===== src/sv/ilp_pkg.sv =====
// ----------------------------------------------------------------------------
// ilp_pkg
// Types, character codes and range tables shared by the integer literal parser.
// ----------------------------------------------------------------------------
`default_nettype none

package ilp_pkg;

  localparam logic [1:0] RADIX_NONE = 2'd0;
  localparam logic [1:0] RADIX_DEC  = 2'd1;
  localparam logic [1:0] RADIX_HEX  = 2'd2;
  localparam logic [1:0] RADIX_BIN  = 2'd3;

  localparam logic [1:0] POS_EMPTY  = 2'd0;
  localparam logic [1:0] POS_ZERO   = 2'd1;
  localparam logic [1:0] POS_PREFIX = 2'd2;
  localparam logic [1:0] POS_DIGITS = 2'd3;

  localparam logic [7:0] CH_MINUS   = 8'h2D;
  localparam logic [7:0] CH_ZERO    = 8'h30;
  localparam logic [7:0] CH_ONE     = 8'h31;
  localparam logic [7:0] CH_NINE    = 8'h39;
  localparam logic [7:0] CH_UP_A    = 8'h41;
  localparam logic [7:0] CH_UP_B    = 8'h42;
  localparam logic [7:0] CH_UP_F    = 8'h46;
  localparam logic [7:0] CH_UP_X    = 8'h58;
  localparam logic [7:0] CH_LO_A    = 8'h61;
  localparam logic [7:0] CH_LO_B    = 8'h62;
  localparam logic [7:0] CH_LO_F    = 8'h66;
  localparam logic [7:0] CH_LO_X    = 8'h78;

  localparam logic [2:0] KIND_RESET = 3'd3;

  typedef struct packed {
    logic [7:0] char_code;
    logic       last_char;
  } in_item_t;

  typedef struct packed {
    logic [63:0] parsed_value;
    logic        parse_ok;
  } out_item_t;

  typedef struct packed {
    logic [63:0] magnitude;
    logic        overflow;
    logic        negative;
    logic [1:0]  radix;
    logic [1:0]  position;
    logic        error;
  } token_t;

  typedef struct packed {
    token_t     tok;
    logic [2:0] kind;
  } fin_t;

  function automatic logic [63:0] width_mask(input logic [1:0] size);
    logic [63:0] m;
    unique case (size)
      2'd0: m = 64'h0000_0000_0000_00FF;
      2'd1: m = 64'h0000_0000_0000_FFFF;
      2'd2: m = 64'h0000_0000_FFFF_FFFF;
      2'd3: m = 64'hFFFF_FFFF_FFFF_FFFF;
    endcase
    return m;
  endfunction

  function automatic logic [63:0] neg_limit(input logic [1:0] size);
    logic [63:0] m;
    unique case (size)
      2'd0: m = 64'h0000_0000_0000_0080;
      2'd1: m = 64'h0000_0000_0000_8000;
      2'd2: m = 64'h0000_0000_8000_0000;
      2'd3: m = 64'h8000_0000_0000_0000;
    endcase
    return m;
  endfunction

endpackage

`default_nettype wire


===== src/sv/integer_literal_parser.sv =====
// ----------------------------------------------------------------------------
// integer_literal_parser
// Parses decimal, 0x hex and 0b binary integer tokens, one character a request.
// ----------------------------------------------------------------------------
//  channel | direction | payload
//  in      | in        | in_item_t  {char_code, last_char}
//  out     | out       | out_item_t {parsed_value, parse_ok}
//  cfg     | in        | cfg_data   target_kind
//
//  One character request is taken every cycle while no stall on out holds the stages.
//  The last character passes the input, token and result registers before its result is valid.
//  A stall on out holds the result register and then the stages behind it.
//  Reset empties all stages, clears the token and sets target_kind to 3.
//  Configuration writes are taken in any cycle.
// ----------------------------------------------------------------------------
`default_nettype none

module integer_literal_parser
  import ilp_pkg::*;
(
  input  logic       clk,
  input  logic       rst,
  input  logic       in_valid,
  output logic       in_ready,
  input  in_item_t   in_item,
  output logic       out_valid,
  input  logic       out_ready,
  output out_item_t  out_item,
  input  logic       cfg_valid,
  output logic       cfg_ready,
  input  logic [2:0] cfg_data
);

  logic [2:0] target_kind;
  logic       fin_valid;
  logic       fin_ready;
  fin_t       fin;

  assign cfg_ready = 1'b1;

  always_ff @(posedge clk) begin
    if (rst) begin
      target_kind <= KIND_RESET;
    end else if (cfg_valid && cfg_ready) begin
      target_kind <= cfg_data;
    end
  end

  ilp_scan u_scan (
    .clk         (clk),
    .rst         (rst),
    .target_kind (target_kind),
    .in_valid    (in_valid),
    .in_ready    (in_ready),
    .in_item     (in_item),
    .fin_valid   (fin_valid),
    .fin_ready   (fin_ready),
    .fin         (fin)
  );

  ilp_check u_check (
    .clk       (clk),
    .rst       (rst),
    .fin_valid (fin_valid),
    .fin_ready (fin_ready),
    .fin       (fin),
    .out_valid (out_valid),
    .out_ready (out_ready),
    .out_item  (out_item)
  );

  a_fail_zero: assert property (@(posedge clk) disable iff (rst)
    out_valid && !out_item.parse_ok |-> out_item.parsed_value == 64'd0)
    else $error("failed token carries a nonzero value");

  a_width: assert property (@(posedge clk) disable iff (rst)
    out_valid && out_item.parse_ok
      |-> (out_item.parsed_value & ~width_mask(target_kind[1:0])) == 64'd0)
    else $error("value exceeds target width");

  a_no_stall: assert property (@(posedge clk) disable iff (rst)
    !out_valid |-> in_ready)
    else $error("input stalled with empty result register");

  a_reset: assert property (@(posedge clk)
    rst |=> !out_valid && in_ready)
    else $error("pipeline not empty after reset");

endmodule

`default_nettype wire


===== src/sv/ilp_scan.sv =====
// ----------------------------------------------------------------------------
// ilp_scan
// Input register and per-character token scan; hands finished tokens onward.
// ----------------------------------------------------------------------------
`default_nettype none

module ilp_scan
  import ilp_pkg::*;
(
  input  logic       clk,
  input  logic       rst,
  input  logic [2:0] target_kind,
  input  logic       in_valid,
  output logic       in_ready,
  input  in_item_t   in_item,
  output logic       fin_valid,
  input  logic       fin_ready,
  output fin_t       fin
);

  logic     a_valid;
  in_item_t a_item;
  token_t   tok;
  token_t   tok_next;
  logic     b_ready;
  logic     a_go;

  logic [7:0]  c;
  logic        is_digit;
  logic [3:0]  dval;
  logic [67:0] wide;

  assign b_ready  = !fin_valid || fin_ready;
  assign in_ready = !a_valid || b_ready;
  assign a_go     = a_valid && b_ready;
  assign c        = a_item.char_code;

  always_comb begin
    is_digit = 1'b0;
    dval     = c[3:0];
    unique case (tok.radix)
      RADIX_BIN: begin
        is_digit = (c == CH_ZERO) || (c == CH_ONE);
      end
      RADIX_HEX: begin
        if (c >= CH_ZERO && c <= CH_NINE) begin
          is_digit = 1'b1;
        end else if ((c >= CH_LO_A && c <= CH_LO_F) || (c >= CH_UP_A && c <= CH_UP_F)) begin
          is_digit = 1'b1;
          dval     = c[3:0] + 4'd9;
        end
      end
      RADIX_DEC, RADIX_NONE: begin
        is_digit = (c >= CH_ZERO && c <= CH_NINE);
      end
    endcase
  end

  always_comb begin
    unique case (tok.radix)
      RADIX_DEC:  wide = {1'b0, tok.magnitude, 3'b000} + {3'b000, tok.magnitude, 1'b0}
                         + {64'd0, dval};
      RADIX_HEX:  wide = {tok.magnitude, 4'b0000} + {64'd0, dval};
      RADIX_BIN:  wide = {3'b000, tok.magnitude, 1'b0} + {64'd0, dval};
      RADIX_NONE: wide = {64'd0, dval};
    endcase
  end

  always_comb begin
    tok_next = tok;
    if (!tok.error) begin
      if (tok.position == POS_EMPTY && tok.radix == RADIX_NONE && !tok.negative
          && c == CH_MINUS) begin
        if (target_kind[2]) begin
          tok_next.negative = 1'b1;
        end else begin
          tok_next.error = 1'b1;
        end
      end else if (tok.radix == RADIX_NONE) begin
        if (tok.position == POS_ZERO && (c == CH_LO_X || c == CH_UP_X)) begin
          tok_next.radix    = RADIX_HEX;
          tok_next.position = POS_PREFIX;
        end else if (tok.position == POS_ZERO && (c == CH_LO_B || c == CH_UP_B)) begin
          tok_next.radix    = RADIX_BIN;
          tok_next.position = POS_PREFIX;
        end else if (!is_digit) begin
          tok_next.error = 1'b1;
        end else if (tok.position == POS_EMPTY && dval == 4'd0) begin
          tok_next.position = POS_ZERO;
        end else begin
          tok_next.radix     = RADIX_DEC;
          tok_next.position  = POS_DIGITS;
          tok_next.magnitude = {60'd0, dval};
        end
      end else if (!is_digit) begin
        tok_next.error = 1'b1;
      end else begin
        tok_next.position = POS_DIGITS;
        if (!tok.overflow) begin
          if (wide[67:64] != 4'd0) begin
            tok_next.overflow = 1'b1;
          end else begin
            tok_next.magnitude = wide[63:0];
          end
        end
      end
    end
  end

  always_ff @(posedge clk) begin
    if (rst) begin
      a_valid <= 1'b0;
    end else if (in_ready) begin
      a_valid <= in_valid;
    end
    if (in_valid && in_ready) begin
      a_item <= in_item;
    end
  end

  always_ff @(posedge clk) begin
    if (rst) begin
      tok <= '0;
    end else if (a_go) begin
      tok <= a_item.last_char ? '0 : tok_next;
    end
  end

  always_ff @(posedge clk) begin
    if (rst) begin
      fin_valid <= 1'b0;
    end else if (b_ready) begin
      fin_valid <= a_valid && a_item.last_char;
    end
    if (a_go && a_item.last_char) begin
      fin <= '{tok: tok_next, kind: target_kind};
    end
  end

endmodule

`default_nettype wire


===== src/sv/ilp_check.sv =====
// ----------------------------------------------------------------------------
// ilp_check
// Range check of a finished token against its target and the result register.
// ----------------------------------------------------------------------------
`default_nettype none

module ilp_check
  import ilp_pkg::*;
(
  input  logic      clk,
  input  logic      rst,
  input  logic      fin_valid,
  output logic      fin_ready,
  input  fin_t      fin,
  output logic      out_valid,
  input  logic      out_ready,
  output out_item_t out_item
);

  logic [63:0] mask;
  logic [63:0] lim;
  logic [63:0] mag;
  logic        base_ok;
  logic        ok;
  logic [63:0] value;
  out_item_t   out_item_next;

  assign fin_ready = !out_valid || out_ready;
  assign mask      = width_mask(fin.kind[1:0]);
  assign lim       = neg_limit(fin.kind[1:0]);
  assign mag       = fin.tok.magnitude;

  always_comb begin
    base_ok = !fin.tok.error && !fin.tok.overflow && fin.tok.position != POS_EMPTY
              && !((fin.tok.radix == RADIX_HEX || fin.tok.radix == RADIX_BIN)
                   && fin.tok.position == POS_PREFIX);
    priority if (!fin.kind[2]) begin
      ok    = !fin.tok.negative && ((mag & ~mask) == 64'd0);
      value = mag;
    end else if (fin.tok.negative) begin
      ok    = mag <= lim;
      value = 64'd0 - mag;
    end else begin
      ok    = mag < lim;
      value = mag;
    end
    out_item_next.parse_ok     = base_ok && ok;
    out_item_next.parsed_value = (base_ok && ok) ? (value & mask) : 64'd0;
  end

  always_ff @(posedge clk) begin
    if (rst) begin
      out_valid <= 1'b0;
    end else if (fin_ready) begin
      out_valid <= fin_valid;
    end
    if (fin_valid && fin_ready) begin
      out_item <= out_item_next;
    end
  end

endmodule

`default_nettype wire


===== config.mk =====
export PLATFORM = sky130hd
export DESIGN_NAME = integer_literal_parser
export DESIGN_NICKNAME = d
export VERILOG_FILES = /design/src/sv/ilp_pkg.sv /design/src/sv/integer_literal_parser.sv /design/src/sv/ilp_scan.sv /design/src/sv/ilp_check.sv
export SDC_FILE = /design/constraint.sdc
export NUM_CORES = 1
export LEC_CHECK = 0
export BUFFER_PORTS_ARGS = -buffer_cell sky130_fd_sc_hd__buf_2
export CORE_MARGIN = 2
export CORE_UTILIZATION = 39
export DETAILED_ROUTE_END_ITERATION = 8
export PLACE_DENSITY_LB_ADDON = 0.12
export SETUP_SLACK_MARGIN = 0.1
export SLEW_MARGIN = 10
export SYNTH_ARGS = -nofsm -noshare
export SYNTH_HDL_FRONTEND = slang
export SYNTH_HIERARCHICAL = 1
export SYNTH_SLANG_ARGS = --single-unit

===== constraint.sdc =====
create_clock -name clk -period 15.12 [get_ports clk]
set_input_delay 3.024 -clock clk [delete_from_list [all_inputs] [get_ports clk]]
set_output_delay 3.024 -clock clk [all_outputs]
set_load 0.05 [all_outputs]

==> flow_summary_export.csv, run 1 <==
group,metric,value,unit
place,dp.cells,2660,
pwr,power_per_cell_area,67.3,nW/um^2
routing,route.detailed.drc,0,
final_layout,num_antenna_cells,0,
grt,antenna_found_initial,0,
setup_path,crit_slowest_cell,"nand3_1",
grt,grt_max_degree,98,
clock_network,htreeDepth,1,
final_layout,seq_area,5960,um^2
run_status,status,"finished clean",
grt,grt_pass1_vias,14600,
clock_network,clockBufferDepth,3,
die,core_area,45300,um^2
routing,dr.pass1.iters,6,
place,gp_congestion,0.919,
sta,finClkSkew,0.00711,ns
grt,grt.overflow.total,0,
clock_network,root_buffer,"clkbuf_16",
setup_path,critical_path_buf_inv_count,4,
die,die_y,218,um
place,numPortBuffers,83,
clock_network,insertion_delay,0.52,ns
setup_path,cp_max_fo,21,
setup_path,required,15.56,ns
final_layout,final_common_cell,"nor2_1",
setup_path,cpPeakStageDelay,0.82,ns
grt,met2_usage,0.354,
final_layout,fillers,4523,
routing,vias_per_cell,5.89,
clock_network,numClockSinks,224,
setup_path,crit_type,"flop to flop",
final_layout,multi_input_area,11100,um^2
final_layout,fin_cells,2700,
final_layout,area_growth,8.28,%
clock_network,cts.clk_slew.worst_paths,0.07,ns
sta,tightestPinTransition,1.19,ns
final_layout,fin_util,0.428,
place,place_hpwl,43300,um
die,die_w,218,um
hold_path,hold_path_class,"flop to flop",
final_layout,final_cell_mix,"nor2_1 (214), nand2_1 (180), a21oi_1 (172), edfxtp_1 (147), ha_1 (138)",
sta,finalWorstPathRequiredPeriod,7.48,ns
grt,groute.usage.overall,0.230,
setup_path,worstPathArrival,7.92,ns
grt,grtUsageMet3,0.0217,
setup_path,cp-end-kind,"flop",
die,ios,85,
pwr,peakVddDrop,72.7,uV
pwr,p_leak,0.00703,uW
routing,wire_per_inst,20.6,um
die,die-area,47600,um^2
yosys,syn_avg_cell_area,8.57,um^2
sta,slew_violations,0,
routing,initialDrtViolationCount,1548,
setup_path,crit_path_start_kind,"flop",
sta,period_share,0.495,
routing,drt-total-wl,55600,um
sta,timing.final.ws_setup,7.64,ns
setup_path,crit_family,"compound AO/OA/AOI/OAI gates",
setup_path,crit_chain,"inv_1 > ha_1 > nor3b_1 > nor4_1 > nand3_1 > inv_1 > nand2_1 > xnor2_1 > ha_1 > ha_1 > inv_1 > fa_1 > nand2b_1 > a21o_1 > a211oi_1 > o2111ai_1 > a21oi_1 > o2111ai_1 > a21o_1 > a21oi_1 > o21a_1 > nand3_1 > buf_4 > o2bb2ai_1",
place,dp_slack,7.78,ns
job,drv_cap,0,
clock_network,ctsResizeCount,0,
yosys,synthCells,2088,
clock_network,cts_made_buffers,22,
routing,ant_nets,0,
clock_network,cts_setup_buffers,0,
die,initial_core_util,0.395,
sta,rsz0062_at_grt,"no",
yosys,yosysWarnings,6,
final_layout,drive_gt1_frac,0.0914,
sta,setup_viol,0,
grt,grt_pass1_wl,86600,um
yosys,synth_fp_nets,2246,
clock_network,tritoncts,"built",
sta,hold_violations,0,
setup_path,r2r_slack,7.64,ns
grt,grt.busiest_layer,"met2",
routing,vias,15900,
die,rows,78,
final_layout,fin_nets,2242,
pwr,power.total,1300,uW
yosys,syn_area,17900,um^2
sta,finalSetupTns,0,ns
clock_network,cts_hold_buf,0,
sta,fmax,134,MHz
sta,max_slew_margin,0.198,
grt,gr-usage-met1,0.348,
-- flip-flops by register name (all words and copies together) (netlist names) --
register           cells
u_scan/a_valid         1
u_scan/a_item          1
u_scan/tok            71
u_scan/c               8
u_check/out_valid      1
u_scan/fin            73
u_scan/fin_valid       1
target_kind            3
u_check/out_item      65
-- metal layers --
layer  vias to the layer above  part of all wire
li1                       7775                 -
met1                      7550              0.49
met2                       510              0.43
met3                        57             0.055
met4                         0             0.017
met5                         -                 0
-- layout make-up --
class,instances,share of cell area
Multi-Input combinational cell,1673,0.574
Tap cell,600,0.0388
Clock inverter,10,0.00465
Clock buffer,30,0.0331
Inverter,54,0.0105
Timing Repair Buffer,109,0.0315
Sequential cell,224,0.308
-- through the flow --
stage / instance area (um^2) / hold slack, ns
floorplan: 17900 / 0.401
global placement: 18600 / 0.410
detailed placement: 18600 / 0.409
CTS: 19400 / 0.426
global route: 19400 / 0.443
finish: 19400 / 0.429
-- worst reg2reg max path, stage by stage (launching register included) --
cell and delay (ns):
edfxtp_1 0.50, inv_1 0.13, ha_1 0.23, nor3b_1 0.14
nor4_1 0.42, nand3_1 0.25, inv_1 0.12, nand2_1 0.07
xnor2_1 0.18, ha_1 0.33, ha_1 0.19, inv_1 0.06
fa_1 0.37, nand2b_1 0.20, a21o_1 0.21, a211oi_1 0.47
o2111ai_1 0.21, a21oi_1 0.35, o2111ai_1 0.21, a21o_1 0.26
a21oi_1 0.30, o21a_1 0.73, nand3_1 0.83, buf_4 0.49
o2bb2ai_1 0.18
-- worst paths after layout --
path         cells past startpoint        endpoint           start
max reg2reg                     24  u_scan/tok[70]     u_scan/c[0]
min reg2reg                      0   u_scan/fin[0]  target_kind[0]
max                             24  u_scan/tok[70]     u_scan/c[0]
min                              0   u_scan/fin[0]  target_kind[0]
-- report_power, final --
group | leakage, uW | total, uW | internal [uW] | switching (uW)
sequential | 0.00203 | 675 | 661 | 13.9
combinational | 0.00465 | 79.2 | 26.3 | 53.0
clock | 0.000350 | 550 | 317 | 234
total | 0.00703 | 1300 | 1000 | 301
Note: power is estimated with default switching activity, not from simulation.
==> run 2: changes to the inputs <==
Clock period 15.12 ns to 7.8 ns, I/O delays scaled along.
==> flow_summary_export.csv, run 2 (same netlist as run 1, synthesis figures left out) <==
group,metric,value,unit
setup_path,reg2reg_to,"u_scan/tok[30]",
setup_path,required,8.23,ns
clock_network,cts_hold_buf,0,
clock_network,tritoncts,"built",
final_layout,stdcell_area,19300,um^2
sta,max_slew_margin,0.235,
place,detailed_place.area,18600,um^2
grt,grt_max_degree,81,
grt,grt_pass1_wl,87000,um
die,die-area,47600,um^2
die,die_y,218,um
setup_path,cpPeakStageDelay,0.70,ns
setup_path,cp-end-kind,"flop",
place,numPortBuffers,83,
place,gp_congestion,0.955,
final_layout,drive_gt1_frac,0.0891,
grt,groute.usage.overall,0.232,
sta,rsz0062_at_grt,"no",
routing,route.detailed.drc,0,
setup_path,crit_slowest_cell,"o21a_1",
die,initial_core_util,0.395,
place,dp_slack,0.937,ns
setup_path,cp-endpoint,"u_scan/tok[30]",
die,rows,78,
die,ios,85,
hold_path,hold_path_class,"flop to flop",
final_layout,regMostFlops,"u_scan/fin",
clock_network,root_buffer,"clkbuf_16",
routing,ant_nets,0,
clock_network,cts_made_buffers,21,
run_status,status,"finished clean",
setup_path,reg2reg_depth,24,
clock_network,cts_setup_buffers,0,
routing,vias_per_cell,5.89,
sta,finClkSkew,0.00614,ns
sta,finalSetupTns,0,ns
place,place_hpwl,44200,um
setup_path,worstPathArrival,7.41,ns
grt,grt_pass1_vias,14800,
die,core_area,45300,um^2
setup_path,cp_max_fo,34,
pwr,p_leak,0.00701,uW
clock_network,htreeDepth,1,
sta,hold_violations,0,
sta,finalWorstPathRequiredPeriod,6.98,ns
setup_path,crit_path_start_kind,"flop",
clock_network,cts.clk_slew.worst_paths,0.06,ns
routing,wire_per_inst,20.7,um
job,drv_cap,0,
sta,tightestPinTransition,1.14,ns
sta,timing.final.ws_setup,0.817,ns
final_layout,fin_nets,2242,
final_layout,top_regs,"u_scan/fin (73), u_scan/tok (71), u_check/out_item (65)",
routing,vias,15900,
grt,antenna_found_initial,0,
final_layout,fin_cells,2699,
final_layout,largest_reg_flops,73,
setup_path,r2r_slack,0.82,ns
routing,drt-total-wl,55800,um
setup_path,crit_start,"u_scan/c[0]",
final_layout,final_common_cell,"nor2_1",
die,die_w,218,um
final_layout,fin_util,0.426,
clock_network,clockBufferDepth,3,
final_layout,final_cell_mix,"nor2_1 (214), nand2_1 (180), a21oi_1 (172), edfxtp_1 (147), ha_1 (138)",
sta,slew_violations,0,
clock_network,numClockSinks,224,
place,dp.cells,2661,
clock_network,ctsResizeCount,0,
pwr,peakVddDrop,150,uV
final_layout,area_growth,7.90,%
clock_network,insertion_delay,0.50,ns
routing,initialDrtViolationCount,1324,
pwr,power_per_cell_area,126,nW/um^2
sta,period_share,0.895,
grt,grt.overflow.total,0,
sta,fmax,143,MHz
setup_path,crit_chain,"inv_1 > ha_1 > nor3b_1 > nor4_1 > nand3_1 > inv_1 > nand2_1 > xnor2_1 > ha_1 > ha_1 > inv_1 > fa_1 > nand2b_1 > a21o_1 > a211oi_1 > o2111ai_1 > a21oi_1 > o2111ai_1 > a21o_1 > a21oi_1 > o21a_1 > nand3_1 > buf_4 > o2bb2ai_1",
sta,setup_viol,0,
setup_path,rr_startpoint,"u_scan/c[0]",
routing,dr.pass1.iters,7,
setup_path,crit_type,"flop to flop",
-- run 2: final cells by class --
class | instances | area (um^2)
Antenna cell | 1 | 2.50
Clock buffer | 32 | 629
Clock inverter | 5 | 25.0
Fill cell | 4564 | 26000
Inverter | 54 | 203
Multi-Input combinational cell | 1673 | 11100
Sequential cell | 224 | 5960
Tap cell | 600 | 751
Timing Repair Buffer | 110 | 618
-- run 2: worst min-delay path by stage --
stage                    endpoint  cells past startpoint            from
floorplan           u_scan/fin[0]                      0  target_kind[0]
global placement    u_scan/fin[0]                      0  target_kind[0]
detailed placement  u_scan/fin[0]                      0  target_kind[0]
CTS                 u_scan/fin[0]                      0  target_kind[0]
global route        u_scan/fin[0]                      0  target_kind[0]
finish              u_scan/fin[0]                      0  target_kind[0]
-- run 2: worst max-delay path, delay by kind of cell (launching register included) --
kind                     cells  cell delay (ns)
AND/OR/NAND/NOR              6             1.48
flip-flops                   1             0.50
XOR/XNOR                     1             0.17
adder cells (fa/ha/maj)      4             1.13
buffers and inverters        4             0.71
AO/OA/AOI/OAI                9             2.90
-- run 2: layer usage --
metal	vias to the layer above	global-route usage	routed length [um]
met5	-	0	0
met4	0	0.0542	1120
met3	53	0.0196	3420
met2	497	0.346	23500
met1	7536	0.358	27700
li1	7800	-	-
-- run 2: power by group --
group          total (uW)  internal, uW  switching, uW
clock network         971           555            416
registers            1310          1280           27.3
logic                 153          51.1            102
-- run 2: stage by stage --
step	power (uW)	hold WS, ns
after floorplan	1440	0.401
after global placement	1480	0.410
after detailed placement	1490	0.413
after CTS	2460	0.428
after global routing	2520	0.448
final	2430	0.428
==> run 3: changes to the inputs <==
Settings changed: BUFFER_PORTS_ARGS -buffer_cell sky130_fd_sc_hd__buf_2 to -buffer_cell sky130_fd_sc_hd__clkbuf_2.
==> flow_summary_export.csv, run 3 (same netlist as run 1, synthesis figures left out) <==
group,metric,value,unit
sta,finClkSkew,0.0157,ns
grt,grt.overflow.total,0,
routing,vias_per_cell,5.89,
clock_network,root_buffer,"clkbuf_16",
job,drv_cap,0,
sta,fmax,141,MHz
pwr,p_leak,0.00701,uW
sta,rsz0062_at_grt,"no",
routing,initialDrtViolationCount,1502,
final_layout,top_regs,"u_scan/fin (73), u_scan/tok (71), u_check/out_item (65)",
clock_network,cts_hold_buf,0,
setup_path,required,8.24,ns
clock_network,htreeDepth,1,
hold_path,min_to,"u_scan/fin[1]",
clock_network,numClockSinks,224,
sta,finalWorstPathRequiredPeriod,7.09,ns
grt,grt_pass1_vias,14900,
final_layout,area_growth,8.29,%
clock_network,cts_setup_buffers,0,
sta,finalSetupTns,0,ns
setup_path,crit_type,"flop to flop",
setup_path,crit_slowest_cell,"o21a_1",
sta,slew_violations,0,
grt,grt_max_degree,85,
setup_path,reg2reg_depth,24,
grt,antenna_found_initial,0,
grt,gr-usage-met1,0.349,
sta,max_slew_margin,0.174,
final_layout,regMostFlops,"u_scan/fin",
final_layout,final_common_cell,"nor2_1",
hold_path,hold_path_class,"flop to flop",
die,rows,78,
setup_path,crit_chain,"inv_1 > ha_1 > nor3b_1 > nor4_1 > nand3_1 > inv_1 > nand2_1 > xnor2_1 > ha_1 > ha_1 > inv_1 > fa_1 > nand2b_1 > a21o_1 > a211oi_1 > o2111ai_1 > a21oi_1 > o2111ai_1 > a21o_1 > a21oi_1 > o21a_1 > nand3_1 > buf_4 > o2bb2ai_1",
die,initial_core_util,0.395,
grt,grtUsageMet3,0.0323,
grt,grt_pass1_wl,86400,um
sta,setup_viol,0,
final_layout,drive_gt1_frac,0.0919,
routing,ant_nets,0,
hold_path,min_from,"target_kind[1]",
clock_network,clockBufferDepth,3,
clock_network,tritoncts,"built",
clock_network,insertion_delay,0.52,ns
routing,drt-total-wl,56100,um
place,place_hpwl,44200,um
pwr,seq_power_share,0.520,
grt,groute.usage.overall,0.230,
setup_path,rr_startpoint,"u_scan/c[0]",
setup_path,crit_path_start_kind,"flop",
die,core_area,45300,um^2
run_status,status,"finished clean",
final_layout,num_antenna_cells,0,
sta,tightestPinTransition,1.23,ns
setup_path,cp-end-kind,"flop",
sta,hold_violations,0,
pwr,p_int,1940,uW
routing,dr.pass1.iters,7,
setup_path,cp_max_fo,34,
pwr,power_per_cell_area,130,nW/um^2
setup_path,worstPathArrival,7.53,ns
die,die-area,47600,um^2
die,ios,85,
setup_path,cpPeakStageDelay,0.72,ns
final_layout,fin_nets,2242,
pwr,peakVddDrop,123,uV
setup_path,r2r_slack,0.71,ns
grt,met2_usage,0.337,
grt,grt.busiest_layer,"met1",
routing,wire_per_inst,20.8,um
routing,route.detailed.drc,0,
sta,period_share,0.909,
hold_path,hold-path-cell-count,0,
pwr,clockPowerShare,0.419,
final_layout,largest_reg_flops,73,
pwr,switching_power,579,uW
clock_network,cts.clk_slew.worst_paths,0.06,ns
sta,timing.hold.ws,0.429,ns
setup_path,reg2reg_to,"u_scan/tok[57]",
die,die_w,218,um
clock_network,ctsResizeCount,0,
pwr,swShare,0.230,
routing,vias,15900,
pwr,combinationalPowerShare,0.061,
final_layout,final_cell_mix,"nor2_1 (214), nand2_1 (180), a21oi_1 (172), edfxtp_1 (147), ha_1 (138)",
place,numPortBuffers,83,
place,gp_congestion,0.943,
die,die_y,218,um
clock_network,cts_made_buffers,22,
## run 3: area by class of cell
class | count | area (um^2)
well taps | 600 | 751
fillers | 4533 | 25900
flip-flops and latches | 224 | 5960
inverters | 54 | 203
clock inverters | 16 | 143
clock buffers | 24 | 579
repair buffers | 109 | 623
multi-input cells | 1673 | 11100
## run 3: power by group through the flow
stage | logic (uW) | clock network (uW) | registers, uW
floorplan | 111 | 0 | 1330
global placement | 151 | 0 | 1330
detailed placement | 151 | 0 | 1340
CTS | 152 | 1080 | 1310
global route | 167 | 1120 | 1310
finish | 153 | 1050 | 1310
## run 3: critical path: cells and delay by family, from the launching register on
kind | cells | cell delay (ns)
buffers and inverters | 4 | 0.69
adder cells (fa/ha/maj) | 4 | 1.14
XOR/XNOR | 1 | 0.17
AO/OA/AOI/OAI | 9 | 2.90
AND/OR/NAND/NOR | 6 | 1.58
flip-flops | 1 | 0.50
## run 3: per-layer routing
metal / part of all wire / vias to the layer above
met3: 0.066 / 62
met4: 0.025 / 0
met1: 0.50 / 7497
li1: - / 7812
met5: 0 / -
met2: 0.41 / 530
## run 3: worst max path at each step
stage | cells after the start | slack [ns] | endpoint | startpoint
floorplan | 24 | 2.53 | u_scan/fin[25] | u_scan/c[0]
global placement | 24 | 1.10 | u_scan/tok[58] | u_scan/c[0]
detailed placement | 24 | 0.91 | u_scan/tok[57] | u_scan/c[0]
CTS | 24 | 0.80 | u_scan/tok[57] | u_scan/c[0]
global route | 24 | 0.22 | u_scan/tok[57] | u_scan/c[0]
finish | 24 | 0.71 | u_scan/tok[57] | u_scan/c[0]
## run 3: metrics by stage
stage                     utilization  area (um^2)  total power (uW)  cells  setup slack [ns]
final                           0.428        19400              2520   2700             0.712
after global routing            0.428        19400              2600   2700             0.220
after CTS                       0.428        19400              2540   2700             0.797
after detailed placement        0.412        18600              1490   2660             0.909
after global placement          0.412        18600              1490   2660              1.10
after floorplan                     -        17900              1440   2088              2.53
